==> config.mk <==
export PLATFORM = sky130hd
export DESIGN_NAME = token_bucket_packet_shaper_unit
export DESIGN_NICKNAME = d
export VERILOG_FILES = /design/src/hw/rtl/tbps_pkg.sv /design/src/hw/rtl/token_bucket_packet_shaper_unit.sv /design/src/hw/rtl/tbps_store.sv /design/src/hw/rtl/tbps_core.sv
export SDC_FILE = /design/constraint.sdc
export NUM_CORES = 1
export LEC_CHECK = 0
export BUFFER_PORTS_ARGS = -buffer_cell sky130_fd_sc_hd__clkbuf_2
export CAP_MARGIN = 30
export CELL_PAD_IN_SITES_DETAIL_PLACEMENT = 0
export CELL_PAD_IN_SITES_GLOBAL_PLACEMENT = 1
export CORE_MARGIN = 4
export CORE_UTILIZATION = 54
export CTS_BUF_LIST = sky130_fd_sc_hd__clkbuf_8
export DETAILED_ROUTE_END_ITERATION = 12
export PLACE_DENSITY_LB_ADDON = 0.1
export SLEW_MARGIN = 20
export SYNTH_ARGS = -nofsm -noshare
export SYNTH_HDL_FRONTEND = slang
export SYNTH_HIERARCHICAL = 1
export SYNTH_SLANG_ARGS = --single-unit
export TNS_END_PERCENT = 5
==> constraint.sdc <==
create_clock -name clk_i -period 6.4 [get_ports clk_i]
set_input_delay 0.64 -clock clk_i [delete_from_list [all_inputs] [get_ports clk_i]]
set_output_delay 0.64 -clock clk_i [all_outputs]
set_load 0.01 [all_outputs]
==> src/hw/rtl/tbps_pkg.sv <==
// Shared types and constants for the token bucket packet shaper.
package tbps_pkg;

  localparam int unsigned ID_W    = 16;
  localparam int unsigned TOK_W   = 8;
  localparam int unsigned STAT_W  = 3;

  localparam logic [TOK_W-1:0] DEPTH_RESET = 8'd10;

  typedef enum logic [0:0] {
    KIND_TICK   = 1'b0,
    KIND_PACKET = 1'b1
  } kind_e;

  typedef enum logic [STAT_W-1:0] {
    ST_QUEUED     = 3'd0,
    ST_PKT_DROP   = 3'd1,
    ST_RELEASED   = 3'd2,
    ST_TOK_STORED = 3'd3,
    ST_TOK_DROP   = 3'd4,
    ST_FULL       = 3'd5
  } status_e;

  // One queued packet.
  typedef struct packed {
    logic [TOK_W-1:0] need;
    logic [ID_W-1:0]  id;
  } entry_t;

  // One input event.
  typedef struct packed {
    kind_e            kind;
    logic [TOK_W-1:0] tokens_needed;
    logic [ID_W-1:0]  packet_id;
  } event_t;

  // Result fields that do not depend on the queue depth.
  typedef struct packed {
    status_e          status;
    logic [ID_W-1:0]  released_id;
    logic [TOK_W-1:0] released_tokens;
    logic [TOK_W-1:0] token_level;
  } result_t;

endpackage

==> src/hw/rtl/token_bucket_packet_shaper_unit.sv <==
// Top level of the token bucket packet shaper.
//
// Slave stream: one beat per event. tuser is the kind (tick or packet),
// tdata carries packet id and tokens needed. Master stream: one beat per
// event with the status in tuser and the released packet, bucket level and
// queue count in tdata. The cfg channel writes the bucket depth (reset 10);
// write it only while no event is in flight.
//
// Path: input register, then decision logic into the output register.
// Throughput: one event per cycle while m_axis_tready holds, set by the
// single decision pass; the head-of-queue entry is prefetched from the
// queue memory through its registered read port.
//
// Reset clears the bucket level and empties the queue; the queue memory
// itself is not cleared. When the receiver stalls, the held output beat
// stays put, one more event waits in the input register, and then
// s_axis_tready drops.
module token_bucket_packet_shaper_unit #(
  parameter int unsigned QUEUE_DEPTH = 16
) (
  input  logic                                  clk_i,
  input  logic                                  rst_ni,
  // Configuration: bucket depth.
  input  logic                                  cfg_valid_i,
  output logic                                  cfg_ready_o,
  input  logic [tbps_pkg::TOK_W-1:0]            cfg_data_i,
  // Events in.
  input  logic                                  s_axis_tvalid,
  output logic                                  s_axis_tready,
  // [15:0] packet_id, [23:16] tokens_needed
  input  logic [23:0]                           s_axis_tdata,
  // [0] kind
  input  logic [0:0]                            s_axis_tuser,
  // Results out.
  output logic                                  m_axis_tvalid,
  input  logic                                  m_axis_tready,
  // [15:0] released_id, [23:16] released_tokens, [31:24] token_level,
  // [32+CW-1:32] queue_count, rest zero
  output logic [((32 + $clog2(QUEUE_DEPTH + 1) + 7) / 8) * 8 - 1:0] m_axis_tdata,
  // [2:0] status
  output logic [tbps_pkg::STAT_W-1:0]           m_axis_tuser
);
  import tbps_pkg::*;

  localparam int unsigned CNT_W  = $clog2(QUEUE_DEPTH + 1);
  localparam int unsigned PTR_W  = (QUEUE_DEPTH > 1) ? $clog2(QUEUE_DEPTH) : 1;
  localparam int unsigned OUT_DW = ((32 + CNT_W + 7) / 8) * 8;

  logic [TOK_W-1:0] depth_q;
  logic             in_valid_q;
  event_t           in_q;
  logic             out_valid_q;
  result_t          out_res_q;
  logic [CNT_W-1:0] out_cnt_q;
  logic             fire;
  result_t          res;
  logic [CNT_W-1:0] res_cnt;

  // Depth register: always ready.
  assign cfg_ready_o = 1'b1;

  always_ff @(posedge clk_i or negedge rst_ni) begin
    if (!rst_ni) begin
      depth_q <= DEPTH_RESET;
    end else if (cfg_valid_i) begin
      depth_q <= cfg_data_i;
    end
  end

  // Process the held event when the output register is free or draining.
  assign fire          = in_valid_q & (~out_valid_q | m_axis_tready);
  assign s_axis_tready = ~in_valid_q | fire;

  always_ff @(posedge clk_i or negedge rst_ni) begin
    if (!rst_ni) begin
      in_valid_q <= 1'b0;
    end else if (s_axis_tready) begin
      in_valid_q <= s_axis_tvalid;
    end
  end

  always_ff @(posedge clk_i) begin
    if (s_axis_tready && s_axis_tvalid) begin
      in_q.kind          <= kind_e'(s_axis_tuser[0]);
      in_q.packet_id     <= s_axis_tdata[15:0];
      in_q.tokens_needed <= s_axis_tdata[23:16];
    end
  end

  tbps_core #(
    .QUEUE_DEPTH (QUEUE_DEPTH),
    .PTR_W       (PTR_W),
    .CNT_W       (CNT_W)
  ) u_core (
    .clk_i   (clk_i),
    .rst_ni  (rst_ni),
    .fire_i  (fire),
    .evt_i   (in_q),
    .depth_i (depth_q),
    .res_o   (res),
    .count_o (res_cnt)
  );

  // Output register.
  always_ff @(posedge clk_i or negedge rst_ni) begin
    if (!rst_ni) begin
      out_valid_q <= 1'b0;
    end else if (fire) begin
      out_valid_q <= 1'b1;
    end else if (m_axis_tready) begin
      out_valid_q <= 1'b0;
    end
  end

  always_ff @(posedge clk_i) begin
    if (fire) begin
      out_res_q <= res;
      out_cnt_q <= res_cnt;
    end
  end

  assign m_axis_tvalid = out_valid_q;
  assign m_axis_tuser  = out_res_q.status;
  assign m_axis_tdata  = OUT_DW'({out_cnt_q, out_res_q.token_level,
                                  out_res_q.released_tokens, out_res_q.released_id});

endmodule

==> src/hw/rtl/tbps_store.sv <==
// Packet queue storage: one write port, one registered write-first read port.
module tbps_store #(
  parameter int unsigned DEPTH = 16,
  parameter int unsigned AW    = 4
) (
  input  logic              clk_i,
  input  logic              we_i,
  input  logic [AW-1:0]     wa_i,
  input  tbps_pkg::entry_t  wd_i,
  input  logic [AW-1:0]     ra_i,
  output tbps_pkg::entry_t  rd_o
);
  import tbps_pkg::*;

  entry_t mem_q [DEPTH];
  entry_t rd_q;

  always_ff @(posedge clk_i) begin
    if (we_i) begin
      mem_q[wa_i] <= wd_i;
    end
  end

  // Write-first so a packet pushed into an empty queue is the head next cycle.
  always_ff @(posedge clk_i) begin
    if (we_i && (wa_i == ra_i)) begin
      rd_q <= wd_i;
    end else begin
      rd_q <= mem_q[ra_i];
    end
  end

  assign rd_o = rd_q;

endmodule

==> src/hw/rtl/tbps_core.sv <==
// Bucket level, queue pointers and the per-event decision logic.
module tbps_core #(
  parameter int unsigned QUEUE_DEPTH = 16,
  parameter int unsigned PTR_W       = 4,
  parameter int unsigned CNT_W       = 5
) (
  input  logic                          clk_i,
  input  logic                          rst_ni,
  input  logic                          fire_i,
  input  tbps_pkg::event_t              evt_i,
  input  logic [tbps_pkg::TOK_W-1:0]    depth_i,
  output tbps_pkg::result_t             res_o,
  output logic [CNT_W-1:0]              count_o
);
  import tbps_pkg::*;

  localparam logic [PTR_W-1:0] PTR_LAST = PTR_W'(QUEUE_DEPTH - 1);
  localparam logic [CNT_W-1:0] CNT_FULL = CNT_W'(QUEUE_DEPTH);

  logic [TOK_W-1:0] level_q, level_d;
  logic [PTR_W-1:0] head_q, head_d, tail_q, tail_d;
  logic [CNT_W-1:0] count_q, count_d;
  logic             push;
  entry_t           head_entry;
  entry_t           new_entry;
  logic [TOK_W:0]   level_inc;
  logic [TOK_W-1:0] level_tick;

  function automatic logic [PTR_W-1:0] ptr_next(input logic [PTR_W-1:0] p);
    return (p == PTR_LAST) ? '0 : p + PTR_W'(1);
  endfunction

  assign new_entry.id   = evt_i.packet_id;
  assign new_entry.need = evt_i.tokens_needed;
  assign level_inc      = {1'b0, level_q} + (TOK_W+1)'(1);
  assign level_tick     = level_inc[TOK_W-1:0];

  always_comb begin
    level_d = level_q;
    head_d  = head_q;
    tail_d  = tail_q;
    count_d = count_q;
    push    = 1'b0;
    res_o   = '{status: ST_QUEUED, released_id: '0, released_tokens: '0,
                token_level: '0};
    if (fire_i) begin
      if (evt_i.kind == KIND_TICK) begin
        if (level_inc > {1'b0, depth_i}) begin
          res_o.status = ST_TOK_DROP;
        end else begin
          level_d      = level_tick;
          res_o.status = ST_TOK_STORED;
          if ((count_q != '0) && (head_entry.need <= level_tick)) begin
            res_o.status          = ST_RELEASED;
            res_o.released_id     = head_entry.id;
            res_o.released_tokens = head_entry.need;
            level_d               = level_tick - head_entry.need;
            head_d                = ptr_next(head_q);
            count_d               = count_q - CNT_W'(1);
          end
        end
      end else begin
        if (evt_i.tokens_needed > depth_i) begin
          res_o.status = ST_PKT_DROP;
        end else if (count_q == CNT_FULL) begin
          res_o.status = ST_FULL;
        end else begin
          push    = 1'b1;
          tail_d  = ptr_next(tail_q);
          count_d = count_q + CNT_W'(1);
          // Alone in the queue with enough tokens: straight through.
          if ((count_q == '0) && (level_q >= evt_i.tokens_needed)) begin
            res_o.status          = ST_RELEASED;
            res_o.released_id     = evt_i.packet_id;
            res_o.released_tokens = evt_i.tokens_needed;
            level_d               = level_q - evt_i.tokens_needed;
            head_d                = ptr_next(head_q);
            count_d               = count_q;
          end
        end
      end
    end
    res_o.token_level = level_d;
  end

  assign count_o = count_d;

  always_ff @(posedge clk_i or negedge rst_ni) begin
    if (!rst_ni) begin
      level_q <= '0;
      head_q  <= '0;
      tail_q  <= '0;
      count_q <= '0;
    end else begin
      level_q <= level_d;
      head_q  <= head_d;
      tail_q  <= tail_d;
      count_q <= count_d;
    end
  end

  tbps_store #(
    .DEPTH (QUEUE_DEPTH),
    .AW    (PTR_W)
  ) u_store (
    .clk_i (clk_i),
    .we_i  (push),
    .wa_i  (tail_q),
    .wd_i  (new_entry),
    .ra_i  (head_d),
    .rd_o  (head_entry)
  );

endmodule
==> metrics.txt <==
# TYPE chip_impl_metric gauge
chip_impl_info{name="run_status",value="finished clean"} 1
chip_impl_metric{name="cap_viol_max_count",unit=""} 0
chip_impl_metric{name="report.final.setup_viol",unit=""} 0
chip_impl_info{name="crit_path_end_kind",value="flip-flop"} 1
chip_impl_metric{name="antenna_found_initial",unit=""} 0
chip_impl_metric{name="std_cell_rows",unit=""} 69
chip_impl_metric{name="multi_input_comb_area",unit="µm²"} 5160
chip_impl_metric{name="place.detailed.instances",unit=""} 1577
chip_impl_info{name="min-delay-start",value="s_axis_tuser"} 1
chip_impl_metric{name="clock_sink_total",unit=""} 484
chip_impl_metric{name="net_count_final",unit=""} 1275
chip_impl_info{name="setup_repair_after_global_routing_missed_its_margin",value="no"} 1
chip_impl_metric{name="synth_edf_count",unit=""} 449
chip_impl_metric{name="floorplan.initialDensity",unit="%"} 55.2
chip_impl_metric{name="post_cts_hold_buffer_count",unit=""} 0
chip_impl_metric{name="floorplan.die.height",unit="µm"} 200
chip_impl_metric{name="first_global_vias",unit=""} 10709
chip_impl_metric{name="skew",unit="ps"} 32.2
chip_impl_info{name="timing.setup.critical_path_class",value="flip-flop to flip-flop"} 1
chip_impl_metric{name="layout.core_utilization",unit="%"} 62.4
chip_impl_metric{name="critical_path_depth",unit=""} 8
chip_impl_info{name="crit_path_start_kind",value="flip-flop"} 1
chip_impl_metric{name="worst-path-buf-inv",unit=""} 0
chip_impl_metric{name="final-hold-violation-count",unit=""} 0
chip_impl_info{name="root_buffer",value="sky130_fd_sc_hd__clkbuf_8"} 1
chip_impl_metric{name="grt_start_max_net_pins",unit=""} 55
chip_impl_metric{name="timing.reg2reg.worst_path_depth",unit=""} 8
chip_impl_metric{name="seqCellArea",unit="µm²"} 14300
chip_impl_metric{name="layout.cells.non_filler",unit=""} 1716
chip_impl_info{name="crit_path_top_delay_cell",value="sky130_fd_sc_hd__edfxtp_1"} 1
chip_impl_metric{name="i_o_pin_count",unit=""} 84
chip_impl_metric{name="final.setup.tns",unit="ps"} 0
chip_impl_metric{name="synthesis.instances",unit=""} 1054
chip_impl_metric{name="dr.first_iter.drc_count",unit=""} 908
chip_impl_info{name="dominant_synthesized_flop_cell",value="sky130_fd_sc_hd__edfxtp_1"} 1
chip_impl_metric{name="async_reset_ff_share",unit="%"} 6.40
chip_impl_metric{name="ys_seq_area_share",unit="%"} 72.4
chip_impl_metric{name="max_freq",unit="MHz"} 225
chip_impl_metric{name="detailroute.via_count",unit=""} 10223
chip_impl_metric{name="fraction_of_layout_instances_using_a_drive_strength_above_1",unit="%"} 28.0
chip_impl_metric{name="cellPowerDensity",unit="nW/µm²"} 391
chip_impl_metric{name="netlist_area",unit="µm²"} 19800
chip_impl_metric{name="worstSkewPairLatency",unit="ps"} 640
chip_impl_metric{name="port_buffers",unit=""} 79
chip_impl_metric{name="design_area",unit="µm²"} 22400
chip_impl_info{name="cp_cell_sequence",value="ha_1, a211o_1, o211ai_2, a32oi_1, a21boi_2, and2_1, or3b_2, nor2_4"} 1
chip_impl_metric{name="detailedPlace.worstSlack",unit="ps"} 2030
chip_impl_metric{name="reported_leakage_power",unit="nW"} 7.86
chip_impl_metric{name="crit_fanout",unit=""} 24
chip_impl_metric{name="layout-area-overhead-vs-synth",unit="%"} 13.1
chip_impl_metric{name="drt-wirelength-per-cell",unit="µm"} 25.6
chip_impl_metric{name="place_area",unit="µm²"} 20900
chip_impl_metric{name="clock_tree.buffer_depth",unit=""} 3
chip_impl_metric{name="core-area",unit="µm²"} 35900
chip_impl_metric{name="ff2ff_setup_slack",unit="ps"} 1950
chip_impl_info{name="crit_path_end",value="u_core/u_store/mem_q[2][2]$_DFFE_PP_"} 1
chip_impl_metric{name="gp_routability_congestion",unit=""} 0.798
chip_impl_metric{name="filler_cell_count",unit=""} 2618
chip_impl_metric{name="post_cts_buffers",unit=""} 0
chip_impl_metric{name="drt_drc_violations_left",unit=""} 0
chip_impl_metric{name="ctsResizeCount",unit=""} 0
chip_impl_metric{name="timing.critical_path.slowest_cell_delay",unit="ps"} 810
chip_impl_metric{name="synthesized_flop_and_latch_total",unit=""} 484
chip_impl_metric{name="postSynthAreaPerCell",unit="µm²"} 18.8
chip_impl_metric{name="maxSlewViolCount",unit=""} 0
chip_impl_info{name="cts_tree",value="yes"} 1
chip_impl_metric{name="dieArea",unit="µm²"} 39800
chip_impl_info{name="worstReg2RegStart",value="in_q[21]$_DFFE_PP_"} 1
chip_impl_info{name="min_path_type",value="input port to flip-flop"} 1
chip_impl_metric{name="critPathArrivalTime",unit="ps"} 4680
chip_impl_metric{name="antenna_left",unit=""} 0
chip_impl_metric{name="grt_pass1_wl",unit="mm"} 66.5
chip_impl_metric{name="timing.final.ws_setup",unit="ps"} 1950
chip_impl_metric{name="globalRouteTotalUtil",unit="%"} 22.8
chip_impl_metric{name="worst_setup_hold_path_clk_slew",unit="ps"} 60
chip_impl_metric{name="worstMarginPinSlew",unit="ps"} 1030
chip_impl_info{name="cpLargestDelayFamily",value="simple AND/OR/NAND/NOR gates"} 1
chip_impl_metric{name="antennaDiodeCount",unit=""} 0
chip_impl_metric{name="layout_worst_path_cycle_share",unit="%"} 69.5
chip_impl_metric{name="ir_worst_vdd",unit="mV"} 0.226
chip_impl_metric{name="global_route_overflow",unit=""} 0
chip_impl_metric{name="crit_required",unit="ps"} 6630
chip_impl_metric{name="dp.final_hpwl",unit="mm"} 25.5
chip_impl_info{name="worst_setup_path_startpoint",value="in_q[21]$_DFFE_PP_"} 1
chip_impl_metric{name="final_period_minus_worst_setup_slack",unit="ps"} 4450
chip_impl_metric{name="cts-buffers-inserted",unit=""} 78
chip_impl_metric{name="avgViaCountPerCell",unit=""} 5.96
chip_impl_metric{name="yosysWarnings",unit=""} 6
chip_impl_metric{name="yosys.cell_types.count",unit=""} 70
chip_impl_info{name="critical_path.reg2reg.endpoint",value="u_core/u_store/mem_q[2][2]$_DFFE_PP_"} 1
chip_impl_metric{name="drt_pre_antenna_iters",unit=""} 5
chip_impl_metric{name="totalPowerFinal",unit="mW"} 8.77
chip_impl_metric{name="drt-total-wl",unit="mm"} 43.9
chip_impl_metric{name="htree_levels",unit=""} 3
chip_impl_metric{name="horizontal_die_dimension",unit="µm"} 200
chip_impl_metric{name="post_route_worst_hold_slack",unit="ps"} 185
chip_impl_metric{name="max-slew-margin-rel",unit="%"} 31.4
## layout by cell type (no fill, tap or decap), types with 6 or more instances in the layout
cell,netlist,routed
sky130_fd_sc_hd__edfxtp_1,449,449
sky130_fd_sc_hd__mux4_2,96,96
sky130_fd_sc_hd__clkbuf_8,0,84
sky130_fd_sc_hd__clkbuf_2,0,79
sky130_fd_sc_hd__inv_1,33,66
sky130_fd_sc_hd__a22oi_1,49,49
sky130_fd_sc_hd__nand2_1,41,41
sky130_fd_sc_hd__nor2_1,54,41
sky130_fd_sc_hd__ha_1,37,37
sky130_fd_sc_hd__dfrtp_1,29,29
sky130_fd_sc_hd__mux2i_1,26,26
sky130_fd_sc_hd__buf_4,5,21
sky130_fd_sc_hd__a21oi_1,17,17
sky130_fd_sc_hd__xnor2_1,14,14
sky130_fd_sc_hd__nand3_1,12,12
sky130_fd_sc_hd__o21ai_0,12,12
sky130_fd_sc_hd__clkinv_1,0,11
sky130_fd_sc_hd__nand2b_1,10,10
sky130_fd_sc_hd__nor2_4,1,10
sky130_fd_sc_hd__mux2_4,9,9
sky130_fd_sc_hd__nand4_1,8,8
sky130_fd_sc_hd__nor2b_1,9,7
sky130_fd_sc_hd__and2_1,7,6
sky130_fd_sc_hd__xor2_1,6,6
sky130_fd_sc_hd__a21o_1,6,6
## registers in the layout (all words and copies together) (netlist names), 3 cells and up, named ones only
register / flops
m_axis_tuser: 3
out_cnt_q: 5
m_axis_tdata: 32
u_core/head_q: 4
u_core/level_q: 8
in_q: 25
depth_q: 8
u_core/u_store/mem_q: 384
u_core/count_q: 5
u_core/tail_q: 4
## per-layer routing
metal / GRT usage (%) / routed length, µm / up-vias
li1: - / - / 4553
met1: 33.5 / 19300 / 5257
met2: 36.1 / 21100 / 348
met3: 4.08 / 2820 / 65
met4: 5.66 / 650 / 0
met5: 0 / 0 / -
## power breakdown
part	internal, mW	leakage, nW	total, mW	switching [mW]
combinational	1.11	2.51	2.31	1.20
sequential	3.71	4.50	4.01	0.299
clock	1.28	0.850	2.44	1.16
total	6.11	7.86	8.77	2.66
## final cells by class
class | instances | share of cell area, %
flip-flops and latches | 484 | 64.1
multi-input cells | 490 | 23.1
clock buffers | 84 | 5.16
repair buffers | 110 | 3.37
well taps | 461 | 2.58
clock inverters | 53 | 1.21
inverters | 34 | 0.570
## cell families after synthesis
family	after synthesis	share of synthesized area (%)
buf+inv	82	2.10
compound gates	128	4.91
mux	135	13.1
simple gates	164	3.99
xor+xnor	20	0.884
flops	484	72.4
fa+ha+maj	39	2.54
other cells	2	0.0379
## worst min-delay path by stage
stage,end,slack [ps],cells after the start
6_report,in_q[24]$_DFFE_PP_,190,1
5_1_grt,in_q[24]$_DFFE_PP_,160,1
4_1_cts,u_core/count_q[3]$_DFF_PN0_,140,1
3_5_place_dp,m_axis_tvalid$_DFFE_PN0P_,480,1
3_3_place_gp,m_axis_tvalid$_DFFE_PN0P_,470,1
2_1_floorplan,depth_q[0]$_DFFE_PN0P_,340,0
## worst register-to-register path, stage by stage, from the launching register on
cell	delay, ps
sky130_fd_sc_hd__edfxtp_1	810
sky130_fd_sc_hd__ha_1	370
sky130_fd_sc_hd__a211o_1	320
sky130_fd_sc_hd__o211ai_2	110
sky130_fd_sc_hd__a32oi_1	170
sky130_fd_sc_hd__a21boi_2	410
sky130_fd_sc_hd__and2_1	460
sky130_fd_sc_hd__or3b_2	600
sky130_fd_sc_hd__nor2_4	810
## synthesized netlist by cell type (2+ instances only)
master | number | area [µm²]
sky130_fd_sc_hd__edfxtp_1 | 449 | 13500
sky130_fd_sc_hd__mux4_2 | 96 | 2160
sky130_fd_sc_hd__nor2_1 | 54 | 203
sky130_fd_sc_hd__a22oi_1 | 49 | 368
sky130_fd_sc_hd__nand2_1 | 41 | 154
sky130_fd_sc_hd__ha_1 | 37 | 463
sky130_fd_sc_hd__inv_1 | 33 | 124
sky130_fd_sc_hd__dfrtp_1 | 29 | 726
sky130_fd_sc_hd__mux2i_1 | 26 | 260
sky130_fd_sc_hd__clkbuf_1 | 20 | 75.1
sky130_fd_sc_hd__a21oi_1 | 17 | 85.1
sky130_fd_sc_hd__xnor2_1 | 14 | 123
sky130_fd_sc_hd__buf_2 | 12 | 60.1
sky130_fd_sc_hd__nand3_1 | 12 | 60.1
sky130_fd_sc_hd__o21ai_0 | 12 | 60.1
sky130_fd_sc_hd__buf_6 | 10 | 113
sky130_fd_sc_hd__nand2b_1 | 10 | 62.6
sky130_fd_sc_hd__mux2_4 | 9 | 135
sky130_fd_sc_hd__nor2b_1 | 9 | 56.3
sky130_fd_sc_hd__nand4_1 | 8 | 50.1
sky130_fd_sc_hd__and2_1 | 7 | 43.8
sky130_fd_sc_hd__nor3_1 | 7 | 35.0
sky130_fd_sc_hd__a21o_1 | 6 | 45.0
sky130_fd_sc_hd__xor2_1 | 6 | 52.6
sky130_fd_sc_hd__buf_4 | 5 | 37.5
sky130_fd_sc_hd__dfxtp_1 | 4 | 80.1
sky130_fd_sc_hd__mux2_2 | 4 | 45.0
sky130_fd_sc_hd__nand3b_1 | 4 | 30.0
sky130_fd_sc_hd__o21a_1 | 4 | 30.0
sky130_fd_sc_hd__a221o_1 | 3 | 30.0
sky130_fd_sc_hd__a31oi_1 | 3 | 18.8
sky130_fd_sc_hd__and3_1 | 3 | 18.8
sky130_fd_sc_hd__o221ai_1 | 3 | 26.3
sky130_fd_sc_hd__o31a_1 | 3 | 26.3
sky130_fd_sc_hd__a211o_1 | 2 | 17.5
sky130_fd_sc_hd__a211oi_1 | 2 | 15.0
sky130_fd_sc_hd__a22o_1 | 2 | 17.5
sky130_fd_sc_hd__a32oi_1 | 2 | 17.5
sky130_fd_sc_hd__conb_1 | 2 | 7.51
sky130_fd_sc_hd__dfstp_2 | 2 | 52.6
sky130_fd_sc_hd__fa_1 | 2 | 40.0
sky130_fd_sc_hd__o211ai_1 | 2 | 15.0
sky130_fd_sc_hd__or2_2 | 2 | 12.5
Note: power is estimated with default switching activity, not from simulation.
